--- src/hdl/ccs_pkg.sv ---
// shared types and constants of the c comment stripper
package ccs_pkg;

   localparam logic [7:0] CH_BACKSLASH = 8'h5C;
   localparam logic [7:0] CH_SQUOTE    = 8'h27;
   localparam logic [7:0] CH_DQUOTE    = 8'h22;
   localparam logic [7:0] CH_SLASH     = 8'h2F;
   localparam logic [7:0] CH_STAR      = 8'h2A;
   localparam logic [7:0] CH_NEWLINE   = 8'h0A;

   localparam int QDEPTH = 2;
   localparam int QPTR_W = (QDEPTH > 1) ? $clog2(QDEPTH) : 1;
   localparam int QCNT_W = $clog2(QDEPTH + 1);

   // one queue entry: the one or two results caused by one text byte
   typedef struct packed {
      logic [7:0] data0;
      logic       valid0;
      logic [7:0] data1;
      logic       two;
      logic       last;
   } entry_type;

   typedef struct packed {
      logic in_quotes;
      logic quote_is_double;
      logic in_block_comment;
      logic in_line_comment;
      logic held_slash;
      logic held_star;
      logic escape_next;
   } scan_state_type;

   typedef struct packed {
      logic full;
      logic empty;
   } queue_status_type;

endpackage

--- src/hdl/ccs_front.sv ---
// front part: classifies text bytes and builds queue entries
module ccs_front (
   input  logic               clock,
   input  logic               reset,
   input  logic               req_tvalid,
   output logic               req_tready,
   input  logic [7:0]         req_tdata,
   input  logic               req_tlast,
   input  ccs_pkg::queue_status_type q_status,
   output logic               push,
   output ccs_pkg::entry_type push_entry
);

   ccs_pkg::scan_state_type state_ff, state_in;
   ccs_pkg::entry_type      entry;
   logic [1:0]              n;
   logic                    handle;
   logic                    accept;
   logic                    dq;

   function automatic ccs_pkg::entry_type put_byte(ccs_pkg::entry_type e, logic [1:0] cnt,
                                                   logic [7:0] x);
      ccs_pkg::entry_type r;
      r = e;
      if (cnt == 2'd0) begin
         r.data0  = x;
         r.valid0 = 1'b1;
      end else begin
         r.data1 = x;
      end
      return r;
   endfunction

   assign req_tready = !q_status.full;
   assign accept     = req_tvalid && req_tready;

   always_comb begin
      state_in = state_ff;
      entry    = '0;
      n        = 2'd0;
      handle   = 1'b1;
      dq       = (req_tdata == ccs_pkg::CH_DQUOTE);

      if (state_ff.in_line_comment) begin
         if (req_tdata == ccs_pkg::CH_NEWLINE) state_in.in_line_comment = 1'b0;
         handle = 1'b0;
      end else if (state_ff.escape_next) begin
         state_in.escape_next = 1'b0;
         entry  = put_byte(entry, n, req_tdata);
         n      = n + 2'd1;
         handle = 1'b0;
      end else if (state_ff.held_slash) begin
         state_in.held_slash = 1'b0;
         if (req_tdata == ccs_pkg::CH_SLASH) begin
            state_in.in_line_comment = 1'b1;
            handle = 1'b0;
         end else if (req_tdata == ccs_pkg::CH_STAR) begin
            state_in.in_block_comment = 1'b1;
            handle = 1'b0;
         end else if (!state_ff.in_block_comment) begin
            entry = put_byte(entry, n, ccs_pkg::CH_SLASH);
            n     = n + 2'd1;
         end
      end else if (state_ff.held_star) begin
         state_in.held_star = 1'b0;
         if (req_tdata == ccs_pkg::CH_SLASH) begin
            state_in.in_block_comment = 1'b0;
            handle = 1'b0;
         end
      end

      if (handle) begin
         priority if (req_tdata == ccs_pkg::CH_BACKSLASH) begin
            if (!state_in.in_block_comment) begin
               entry = put_byte(entry, n, req_tdata);
               n     = n + 2'd1;
               state_in.escape_next = 1'b1;
            end
         end else if (req_tdata == ccs_pkg::CH_SQUOTE || dq) begin
            if (!state_in.in_block_comment) begin
               entry = put_byte(entry, n, req_tdata);
               n     = n + 2'd1;
               if (!state_in.in_quotes) begin
                  state_in.in_quotes       = 1'b1;
                  state_in.quote_is_double = dq;
               end else if (state_in.quote_is_double == dq) begin
                  state_in.in_quotes       = 1'b0;
                  state_in.quote_is_double = 1'b0;
               end
            end
         end else if (req_tdata == ccs_pkg::CH_SLASH) begin
            if (state_in.in_quotes) begin
               entry = put_byte(entry, n, req_tdata);
               n     = n + 2'd1;
            end else begin
               state_in.held_slash = 1'b1;
            end
         end else if (req_tdata == ccs_pkg::CH_STAR) begin
            if (state_in.in_quotes || !state_in.in_block_comment) begin
               entry = put_byte(entry, n, req_tdata);
               n     = n + 2'd1;
            end else begin
               state_in.held_star = 1'b1;
            end
         end else if (!state_in.in_block_comment) begin
            entry = put_byte(entry, n, req_tdata);
            n     = n + 2'd1;
         end
      end

      if (req_tlast) begin
         if (state_in.held_slash && !state_in.in_block_comment) begin
            entry = put_byte(entry, n, ccs_pkg::CH_SLASH);
            n     = n + 2'd1;
         end
         // nothing kept for the final byte: send the end marker
         if (n == 2'd0) n = 2'd1;
         entry.last = 1'b1;
         state_in   = '0;
      end
      entry.two = (n == 2'd2);
   end

   assign push       = accept && (n != 2'd0);
   assign push_entry = entry;

   always_ff @(posedge clock) begin
      if (reset) begin
         state_ff <= '0;
      end else if (accept) begin
         state_ff <= state_in;
      end
   end

endmodule

--- src/hdl/ccs_queue.sv ---
// short queue of result entries between front and back
module ccs_queue (
   input  logic               clock,
   input  logic               reset,
   input  logic               push,
   input  ccs_pkg::entry_type push_entry,
   input  logic               pop,
   output ccs_pkg::entry_type head,
   output ccs_pkg::queue_status_type status
);

   ccs_pkg::entry_type              mem_ff [ccs_pkg::QDEPTH];
   logic [ccs_pkg::QPTR_W-1:0]      wr_ptr_ff, wr_ptr_in;
   logic [ccs_pkg::QPTR_W-1:0]      rd_ptr_ff, rd_ptr_in;
   logic [ccs_pkg::QCNT_W-1:0]      count_ff, count_in;
   logic                            do_push, do_pop;

   localparam logic [ccs_pkg::QPTR_W-1:0] LAST_PTR = ccs_pkg::QPTR_W'(ccs_pkg::QDEPTH - 1);
   localparam logic [ccs_pkg::QCNT_W-1:0] FULL_CNT = ccs_pkg::QCNT_W'(ccs_pkg::QDEPTH);

   assign status.full  = (count_ff == FULL_CNT);
   assign status.empty = (count_ff == '0);
   assign do_push      = push && !status.full;
   assign do_pop       = pop && !status.empty;
   assign head         = mem_ff[rd_ptr_ff];

   always_comb begin
      wr_ptr_in = wr_ptr_ff;
      rd_ptr_in = rd_ptr_ff;
      count_in  = count_ff;
      if (do_push) wr_ptr_in = (wr_ptr_ff == LAST_PTR) ? '0 : wr_ptr_ff + 1'b1;
      if (do_pop)  rd_ptr_in = (rd_ptr_ff == LAST_PTR) ? '0 : rd_ptr_ff + 1'b1;
      unique case ({do_push, do_pop})
         2'b10:   count_in = count_ff + 1'b1;
         2'b01:   count_in = count_ff - 1'b1;
         default: count_in = count_ff;
      endcase
   end

   always_ff @(posedge clock) begin
      if (reset) begin
         wr_ptr_ff <= '0;
         rd_ptr_ff <= '0;
         count_ff  <= '0;
      end else begin
         wr_ptr_ff <= wr_ptr_in;
         rd_ptr_ff <= rd_ptr_in;
         count_ff  <= count_in;
      end
   end

   always_ff @(posedge clock) begin
      if (do_push) mem_ff[wr_ptr_ff] <= push_entry;
   end

endmodule

--- src/hdl/ccs_back.sv ---
// back part: turns queue entries into single result transfers
module ccs_back (
   input  logic               clock,
   input  logic               reset,
   input  ccs_pkg::entry_type head,
   input  ccs_pkg::queue_status_type q_status,
   output logic               pop,
   output logic               rsp_tvalid,
   input  logic               rsp_tready,
   output logic [7:0]         rsp_tdata,
   output logic               rsp_tuser,
   output logic               rsp_tlast
);

   logic phase_ff, phase_in;
   logic xfer;
   logic final_part;

   assign rsp_tvalid = !q_status.empty;
   assign xfer       = rsp_tvalid && rsp_tready;
   // second half of a two-result entry, or the only half of a one-result entry
   assign final_part = phase_ff || !head.two;
   assign pop        = xfer && final_part;

   assign rsp_tdata = phase_ff ? head.data1 : head.data0;
   assign rsp_tuser = phase_ff ? 1'b1 : head.valid0;
   assign rsp_tlast = head.last && final_part;

   always_comb begin
      phase_in = phase_ff;
      if (xfer) phase_in = !final_part;
   end

   always_ff @(posedge clock) begin
      if (reset) begin
         phase_ff <= 1'b0;
      end else begin
         phase_ff <= phase_in;
      end
   end

   a_phase_has_head: assert property (@(posedge clock) disable iff (reset)
      phase_ff |-> (!q_status.empty && head.two))
      else $error("second half pending without a two-result entry");

   a_second_is_byte: assert property (@(posedge clock) disable iff (reset)
      (rsp_tvalid && phase_ff) |-> rsp_tuser)
      else $error("second result of an entry must carry a byte");

   a_pop_clears_phase: assert property (@(posedge clock) disable iff (reset)
      pop |=> !phase_ff)
      else $error("phase not cleared after entry was taken");

endmodule

--- src/hdl/c_comment_stripper.sv ---
// top level of the c comment stripper
//
// Strips C-style comments from a byte stream. Each req_ transfer carries one
// text byte in req_tdata, with req_tlast on the final byte of a text. Each
// rsp_ transfer carries one kept byte in rsp_tdata with rsp_tuser high; an
// end marker (rsp_tuser low, rsp_tdata zero) closes a text whose final byte
// left nothing to send. rsp_tlast marks the final result of a text.
//
// A byte is classified in the cycle it is accepted and its results are
// written to a two-entry queue, from whose head rsp_ is driven. One byte is
// accepted per cycle while the queue is not full. A byte that releases a held
// slash gives two results, sent as two rsp_ transfers; with bytes back to
// back the queue may then fill and hold req_tready low. Bytes inside comments
// give no result, except the end marker when one is the final byte of a text.
//
// Reset clears the scanner state and the queue. When the receiver stalls,
// the queue fills and req_tready drops once both entries are taken; the
// current result holds on rsp_ until it is transferred.
module c_comment_stripper (
   input  logic       clock,
   input  logic       reset,
   input  logic       req_tvalid,
   output logic       req_tready,
   input  logic [7:0] req_tdata,   // [7:0] in_byte
   input  logic       req_tlast,
   output logic       rsp_tvalid,
   input  logic       rsp_tready,
   output logic [7:0] rsp_tdata,   // [7:0] out_byte
   output logic       rsp_tuser,   // [0] out_valid_byte
   output logic       rsp_tlast
);

   ccs_pkg::queue_status_type q_status;
   ccs_pkg::entry_type        push_entry;
   ccs_pkg::entry_type        head;
   logic                      push;
   logic                      pop;

   ccs_front u_front (
      .clock      (clock),
      .reset      (reset),
      .req_tvalid (req_tvalid),
      .req_tready (req_tready),
      .req_tdata  (req_tdata),
      .req_tlast  (req_tlast),
      .q_status   (q_status),
      .push       (push),
      .push_entry (push_entry)
   );

   ccs_queue u_queue (
      .clock      (clock),
      .reset      (reset),
      .push       (push),
      .push_entry (push_entry),
      .pop        (pop),
      .head       (head),
      .status     (q_status)
   );

   ccs_back u_back (
      .clock      (clock),
      .reset      (reset),
      .head       (head),
      .q_status   (q_status),
      .pop        (pop),
      .rsp_tvalid (rsp_tvalid),
      .rsp_tready (rsp_tready),
      .rsp_tdata  (rsp_tdata),
      .rsp_tuser  (rsp_tuser),
      .rsp_tlast  (rsp_tlast)
   );

endmodule
--- config.mk ---
export PLATFORM = sky130hd
export DESIGN_NAME = c_comment_stripper
export DESIGN_NICKNAME = d
export VERILOG_FILES = /design/src/hdl/ccs_pkg.sv /design/src/hdl/ccs_front.sv /design/src/hdl/ccs_queue.sv /design/src/hdl/ccs_back.sv /design/src/hdl/c_comment_stripper.sv
export SDC_FILE = /design/constraint.sdc
export NUM_CORES = 1
export LEC_CHECK = 0
export BUFFER_PORTS_ARGS = -buffer_cell sky130_fd_sc_hd__buf_2
export CORE_MARGIN = 3
export CORE_UTILIZATION = 55
export DETAILED_ROUTE_END_ITERATION = 10
export PLACE_DENSITY = 0.75
export SETUP_SLACK_MARGIN = 0.15
export SYNTH_ARGS = -nofsm -noshare
export SYNTH_HDL_FRONTEND = slang
export SYNTH_SLANG_ARGS = --single-unit
--- constraint.sdc ---
create_clock -name clock -period 4.9 [get_ports clock]
set_input_delay 0.245 -clock clock [delete_from_list [all_inputs] [get_ports clock]]
set_output_delay 0.245 -clock clock [all_outputs]
set_load 0.05 [all_outputs]
==> results of run 1 <==
==> through the flow <==
step,cells,instance area [um2],utilization,total power (uW),hold slack (ps)
final,325,2980,0.652,1200,240
after global routing,325,2980,0.652,1270,257
after CTS,325,2980,0.652,1220,235
after detailed placement,317,2890,0.634,991,492
after global placement,317,2890,0.634,983,488
after floorplan,238,2720,-,900,344
==> critical path, stage by stage <==
cell	delay, ps
buf_2	140
nor4b_1	730
a41oi_1	280
or3_1	420
ha_1	280
nor3b_1	170
a311oi_1	90
a211oi_2	430
inv_1	110
ha_1	280
nor4b_2	480
a21o_1	160
==> final cells by class <==
cell class,count,share of cell area
flip-flops and latches,51,0.471
multi-input cells,164,0.413
repair buffers,27,0.0479
well taps,65,0.0273
clock buffers,6,0.0244
inverters,10,0.0126
clock inverters,2,0.00420
==> kinds of logic after synthesis <==
family,Yosys count,share of synthesized area
and+or+nand+nor,94,0.208
DFF,51,0.515
AOI/OAI and AO/OA,48,0.125
buffers and inverters,23,0.0327
muxes,11,0.0773
xor gates and xnor gates,6,0.0193
adders and majority gates,5,0.0230
==> state kept, by name, indices dropped and copies added, names as in the netlist, named ones only <==
signal             cells
u_back.phase_ff        1
u_front.state_ff       7
u_queue.count_ff       2
u_queue.mem_ff        38
u_queue.rd_ptr_ff      1
u_queue.wr_ptr_ff      1
==> cell usage in the layout, fill, tap and decap left out, types with 4 or more instances in the layout <==
cell type  Yosys  final
nand3_1        6      6
o21ai_0       11     11
nor4_1         5      5
a21oi_1        9      9
nand2_1       10     10
a21o_1         4      4
ha_1           5      5
clkbuf_8       0      5
buf_2          2     24
nor3_1         7      7
mux4_2         8      8
edfxtp_1      38     38
inv_1          9      9
dfxtp_1       13     13
or3_1          4      4
nand4_1        5      5
nor2_1        25     25
==> routing by layer <==
| metal | up-vias | routed length, um | share of wire |
|---|---|---|---|
| li1 | 963 | - | - |
| met3 | 9 | 280 | 0.051 |
| met5 | - | 0 | 0 |
| met1 | 954 | 2560 | 0.46 |
| met2 | 65 | 2610 | 0.47 |
| met4 | 0 | 78 | 0.014 |
==> worst max-delay path by stage <==
stage	to	cells past startpoint	start
2_1_floorplan	u_queue.mem_ff[1][0]	9	req_tdata[6]
3_3_place_gp	u_queue.count_ff[1]	12	req_tdata[6]
3_5_place_dp	u_queue.mem_ff[0][3]	12	req_tdata[6]
4_1_cts	u_queue.mem_ff[0][4]	12	req_tdata[6]
5_1_grt	u_queue.mem_ff[0][4]	12	req_tdata[6]
6_report	u_queue.mem_ff[0][4]	12	req_tdata[6]
==> power groups by stage <==
stage,Clock [uW],Combinational [uW],Sequential (uW)
2_1_floorplan,0,345,555
3_3_place_gp,0,402,581
3_5_place_dp,0,406,585
4_1_cts,234,407,575
5_1_grt,259,432,582
6_report,230,403,571
==> flow_summary.ini, run 1 <==
[pwr]
ir_drop_mv = 0.232
p_sw_frac = 0.371
leakagePower_uw = 0.00106
power_density_nw_per_um2 = 404
p_sw_uw = 447
seq_power_share = 0.474
comb_power_share = 0.335
clkPwrFrac = 0.191
p_int_uw = 757

[clock_tree]
cts_buffers = 5
cts_hold_buf = 0
cts_tree = done
insertion_delay_ps = 300
cts_resized = 0
cts_setup_buffers = 0
htreeDepth = 2
cts_sinks = 51
clkTransAtPathRegs_ps = 90
root_buffer = clkbuf_8
clockBufferDepth = 2

[timing]
setup_viol = 0
fin_crit_sh = 0.745
slew_headroom = 0.454
final.setup.tns_ps = 0
drv_slew = 0
period_minus_slack_ps = 3650
finClkSkew_ps = 3.51
grt_setup_unrepaired = false
final.setup.worst_slack_ps = 1250
timing.fmax_ghz = 0.274
hold_viol = 0
worst_pin_slew_ps = 808

[synthesis]
synth_top_cell_area_share = 0.420
synth.largest_area_cell = edfxtp_1
yosysSeqAreaShare = 0.515
async_flop_share = 0
ys_top_cells_by_count = 38 x edfxtp_1, 25 x nor2_1, 13 x dfxtp_1, 11 x o21ai_0, 10 x nand2_1
synthFlopType = edfxtp_1
synth.area.top_cells = edfxtp_1 42%, dfxtp_1 9.6%, mux4_2 6.6%, nor2_1 3.4%, ha_1 2.3%
syn_area_um2 = 2720
ys_seq_elements = 51
yosysMostFrequentCell = edfxtp_1
yosys_warnings = 0
synth-edff-count = 38
syn-num-nets = 256
synth_area_per_cell_um2 = 11.4
synth_cell_types = 59
synthCells = 238

[route]
wl_um = 5520
postRouteAntennaNets = 0
vias = 1991
wl_per_cell_um = 17.0
drt_iter0_markers = 170
viasPerCell = 6.13
drc = 0
dr.pass1.iters = 4

[place]
gp_congestion = 0.970
dpl.hpwl_um = 3960
io_buffers = 24
dp_slack_ps = 977

[layout]
drive_gt1_frac = 0.227
syn_to_final_growth_pct = 9.48
multiInputGateArea_um2 = 1230
fill_cells = 354
num_antenna_cells = 0
layout.area.seq_um2 = 1400
nets = 277

[grt]
grt_use_total = 0.208
grt_use_met3 = 0.0449
grt_pass1_wl_um = 9840
grt.met2_usage = 0.320
grtUsageMet1 = 0.295
grt_pass1_vias = 1980
grt_max_degree = 20
antenna_found_initial = 0
overflow = 0
grt.busiest_layer = met2

[worst_setup_path]
cp-start-kind = input port
r2r_end = u_queue.count_ff[1]
worst_ep_required_time_ps = 5060
reg2regPathDepth = 11
crit_fanout = 6
arrival_ps = 3810
r2r_slack_ps = 1440
critical_path_class = input port to flop
reg2reg_from = u_front.state_ff[2]
cp-end-kind = flop

[die]
io-pin-count = 25
die_w_um = 76.3
rows = 24
die_h_um = 76.3
dieArea_um2 = 5830
core_area_um2 = 4560
start_util = 0.596

[worst_hold_path]
whs_path_depth = 3
min_to = u_back.phase_ff
hold_start = rsp_tready
hold_path.class = input port to flop

[run_status]
status = finished, final reports clean

[job]
drv_cap = 0
Power figures use the tool's default switching activity.
==> run 2, diff against run 1 <==
- clock period: 4.9 -> 3.6 ns (I/O delays scaled with it)
==> flow_summary.ini, run 2 (same netlist as run 1, synthesis figures left out) <==
[run_status]
status = finished, final reports clean

[grt]
grt_max_degree = 20
grt_use_total = 0.215
grt_pass1_vias = 1941
grt_pass1_wl_um = 9930
overflow = 0
antenna_found_initial = 0

[layout]
stdcell_area_um2 = 3120
reg_top3 = u_queue.mem_ff: 38 flops, u_front.state_ff: 7 flops, u_queue.count_ff: 2 flops
nets = 289
final_common_cell = edfxtp_1
mostFrequentLayoutCells = 38 x edfxtp_1, 25 x nor2_1, 24 x buf_2
regMostFlops = u_queue.mem_ff
drive_gt1_frac = 0.265
num_antenna_cells = 0
largest_register_ffs = 38
syn_to_final_growth_pct = 14.8

[pwr]
clkPwrFrac = 0.222
p_sw_uw = 625
p_sw_frac = 0.359
p_int_uw = 1120
comb_power_share = 0.330
ir_drop_mv = 0.315
leakagePower_uw = 0.00114
seq_power_share = 0.449
power_density_nw_per_um2 = 558

[timing]
grt_setup_unrepaired = true
timing.fmax_ghz = 0.306
hold_viol = 0
finClkSkew_ps = 7.42
fin_crit_sh = 0.907
final.setup.worst_slack_ps = 334
period_minus_slack_ps = 3270
setup_viol = 0
worst_pin_slew_ps = 995
final.setup.tns_ps = 0
slew_headroom = 0.332
drv_slew = 0

[place]
gp_congestion = 0.978
dp_slack_ps = 102
io_buffers = 24
dpl.hpwl_um = 4390
place_area_um2 = 3010

[worst_setup_path]
path_buf_inv = 0
reg2regPathDepth = 11
critPathMaxStageDelay_ps = 390
cp-end-kind = flop
crit_chain = nor3b_1, a41oi_1, or3_1, ha_1, nor3b_1, a311oi_1, a211oi_2, o41ai_2, ha_1, or3_1, a21oi_1
cp.depth = 11
crit_fanout = 5
slowest_stage = or3_1
worst_ep_required_time_ps = 3830
critical_path_class = flop to flop
crit_family = compound AO/OA/AOI/OAI gates
arrival_ps = 3500
cp-start-kind = flop

[job]
drv_cap = 0

[clock_tree]
cts_tree = done
cts_buffers = 5
clockBufferDepth = 2
clkTransAtPathRegs_ps = 90
cts_sinks = 51
root_buffer = clkbuf_8
insertion_delay_ps = 300
cts_setup_buffers = 0
htreeDepth = 2

[die]
start_util = 0.596
dieArea_um2 = 5830
die_w_um = 76.3
core_area_um2 = 4560
rows = 24
io-pin-count = 25
die_h_um = 76.3

[route]
wl_um = 6010
vias = 2064
viasPerCell = 6.12
dr.pass1.iters = 5
drt_iter0_markers = 193
wl_per_cell_um = 17.8
postRouteAntennaNets = 0
drc = 0

[worst_hold_path]
hold_path.class = input port to flop
whs_path_depth = 3
==> run 2: changes by cell type in the layout (fill, tap and decap cells not counted), sizes merged <==
cell | previous run | this run
clkinv | 1 | 0
buf | 27 | 39
bufinv | 0 | 1
==> run 2: routing by layer <==
| layer | up-vias | track usage | part of all wire |
|---|---|---|---|
| li1 | 989 | - | - |
| met4 | 0 | 0.0652 | 0.012 |
| met2 | 108 | 0.344 | 0.50 |
| met3 | 12 | 0.0343 | 0.064 |
| met5 | - | 0 | 0 |
| met1 | 955 | 0.302 | 0.42 |
==> run 2: path summary, 6_finish.rpt <==
kind | end | startpoint | slack [ps]
max reg2reg | u_queue.count_ff[1] | u_front.state_ff[3] | 330
min reg2reg | u_front.state_ff[1] | u_front.state_ff[1] | 500
min | u_front.state_ff[0] | req_tdata[6] | 180
max | u_queue.count_ff[1] | u_front.state_ff[3] | 330
==> run 2: through the flow <==
stage               utilization  instances  hold slack (ps)  power, uW
floorplan                     -        238              279       1230
global placement          0.659        329              470       1360
detailed placement        0.659        329              493       1370
CTS                       0.683        337              174       1750
global route              0.684        337              189       1820
finish                    0.684        337              177       1740
==> run 2: final cells by class <==
class / count / area (um2)
clock buffers: 6 / 72.6
clock inverters: 2 / 37.5
fillers: 376 / 1440
inverters: 10 / 37.5
multi-input cells: 164 / 1230
flip-flops and latches: 51 / 1400
well taps: 65 / 81.3
repair buffers: 39 / 258
==> run 2: power by group through the flow <==
stage	logic, uW	clock network (uW)	registers, uW
final	574	386	781
after global placement	564	0	792
after global routing	607	419	792
after detailed placement	576	0	797
after CTS	578	392	783
after floorplan	469	0	756
==> run 2: what timing repair did <==
item                                    4_1_cts  5_1_grt
endpoints found under the setup margin        0        5
hold buffers                                  0        0
gates resized for setup                       0        1
==> run 2: worst min-delay path, stage by stage <==
cell     delay, ps
buf_2          130
nand4_1         70
a21oi_1         50
==> run 3, diff against run 2 <==
- CORE_UTILIZATION: 55 -> 45
- PLACE_DENSITY: 0.75 -> unset
- PLACE_DENSITY_LB_ADDON: unset -> 0.25
- SKIP_CTS_REPAIR_TIMING: unset -> 1
==> flow_summary.ini, run 3 (same netlist as run 1, synthesis figures left out) <==
[grt]
grt_pass1_wl_um = 9830
overflow = 0
antenna_found_initial = 0
grt_use_total = 0.172
grt_max_degree = 20
grt_pass1_vias = 1952

[route]
viasPerCell = 5.89
drc = 0
vias = 2027
postRouteAntennaNets = 0
drt_iter0_markers = 124
wl_um = 5850
dr.pass1.iters = 4
wl_per_cell_um = 17.0

[run_status]
status = finished, final reports clean

[pwr]
p_total_uw = 1760
power_density_nw_per_um2 = 556
p_int_uw = 1130
p_sw_uw = 629
p_sw_frac = 0.358
clkPwrFrac = 0.225
comb_power_share = 0.343
seq_power_share = 0.432
leakagePower_uw = 0.00115
ir_drop_mv = 0.302

[clock_tree]
cts_sinks = 51
clkTransAtPathRegs_ps = 90
htreeDepth = 2
clockBufferDepth = 2
cts_buffers = 5
insertion_delay_ps = 300
root_buffer = clkbuf_8
cts_tree = done

[layout]
syn_to_final_growth_pct = 16.2
final_common_cell = edfxtp_1
post-route-util = 0.557
mostFrequentLayoutCells = 38 x edfxtp_1, 25 x nor2_1, 24 x buf_2
nets = 289
regMostFlops = u_queue.mem_ff
drive_gt1_frac = 0.276
largest_register_ffs = 38
num_antenna_cells = 0
fill_cells = 495
reg_top3 = u_queue.mem_ff: 38 flops, u_front.state_ff: 7 flops, u_queue.count_ff: 2 flops

[die]
start_util = 0.479
die_h_um = 83.7
io-pin-count = 25
core_area_um2 = 5680
die_w_um = 83.7
dieArea_um2 = 7010
rows = 27

[timing]
worst_pin_slew_ps = 531
grt_setup_unrepaired = false
slew_headroom = 0.646
finClkSkew_ps = 6.69
hold_viol = 0
period_minus_slack_ps = 3240
final.setup.tns_ps = 0
timing.fmax_ghz = 0.309
drv_slew = 0
setup_viol = 0
fin_crit_sh = 0.899

[worst_setup_path]
critical_path_class = flop to flop
crit_family = compound AO/OA/AOI/OAI gates
arrival_ps = 3480
critPathMaxStageDelay_ps = 400
path_buf_inv = 0
reg2regPathDepth = 11
crit_chain = nor3b_2, a41oi_1, or3_1, ha_1, nor3b_1, a311oi_1, a211oi_2, o41ai_4, ha_1, or3_1, a21oi_1
crit_fanout = 8
r2r_end = u_queue.count_ff[1]
worstSetupEndpoint = u_queue.count_ff[1]
worst_ep_required_time_ps = 3840
slowest_stage = dfxtp_4
cp-start-kind = flop
cp-end-kind = flop
reg2reg_from = u_front.state_ff[2]
worstSetupStartpoint = u_front.state_ff[2]
cp.depth = 11
r2r_slack_ps = 360

[place]
io_buffers = 24
dpl.hpwl_um = 4220
gp_congestion = 0.920

[worst_hold_path]
hold_path.class = input port to flop

[job]
drv_cap = 0
run 3: cell count changes in the layout (fill, tap and decap cells not counted), sizes merged:
| cell | previous run | this run |
|---|---|---|
| clkinv | 0 | 2 |
| clkbuf | 6 | 5 |
| clkinvlp | 1 | 0 |
run 3: worst min-delay path: cells and delay by family:
kind,cells,cell delay (ps)
AO/OA/AOI/OAI,1,110
buffers and inverters,1,100
AND/OR/NAND/NOR,1,50
run 3: final cells by class:
cell class / instances / area, um2 / share of cell area
clock inverters: 3 / 43.8 / 0.0139
flip-flops and latches: 51 / 1410 / 0.444
inverters: 10 / 37.5 / 0.0119
multi-input cells: 164 / 1260 / 0.398
well taps: 72 / 90.1 / 0.0285
repair buffers: 39 / 258 / 0.0815
clock buffers: 5 / 68.8 / 0.0218
run 3: routing by layer:
| metal | vias to the layer above | GRT usage | part of all wire |
|---|---|---|---|
| met2 | 68 | 0.273 | 0.47 |
| met3 | 13 | 0.0276 | 0.053 |
| met5 | - | 0 | 0 |
| met1 | 954 | 0.238 | 0.45 |
| met4 | 0 | 0.0614 | 0.023 |
| li1 | 992 | - | - |
run 3: worst min-delay path by stage:
stage / cells after the start / from / end
floorplan: 0 / req_tlast / u_queue.mem_ff[0][0]
detailed placement: 3 / rsp_tready / u_back.phase_ff
global route: 3 / rsp_tready / u_back.phase_ff
CTS: 3 / rsp_tready / u_back.phase_ff
global placement: 3 / rsp_tready / u_back.phase_ff
finish: 3 / rsp_tready / u_back.phase_ff
run 3: power by group through the flow:
| stage | clock (uW) | sequential, uW | combinational (uW) |
|---|---|---|---|
| final | 395 | 758 | 603 |
| after global placement | 0 | 770 | 594 |
| after CTS | 410 | 761 | 599 |
| after global routing | 432 | 767 | 642 |
| after floorplan | 0 | 756 | 469 |
| after detailed placement | 0 | 774 | 596 |
run 3: per-stage QoR:
stage | instance area, um2 | setup slack (ps) | instances | hold WS (ps)
finish | 3160 | 362 | 344 | 189
global placement | 3010 | 138 | 335 | 479
CTS | 3120 | 123 | 343 | 174
detailed placement | 3010 | 125 | 335 | 491
global route | 3160 | 163 | 344 | 199
floorplan | 2720 | 41.2 | 238 | 279
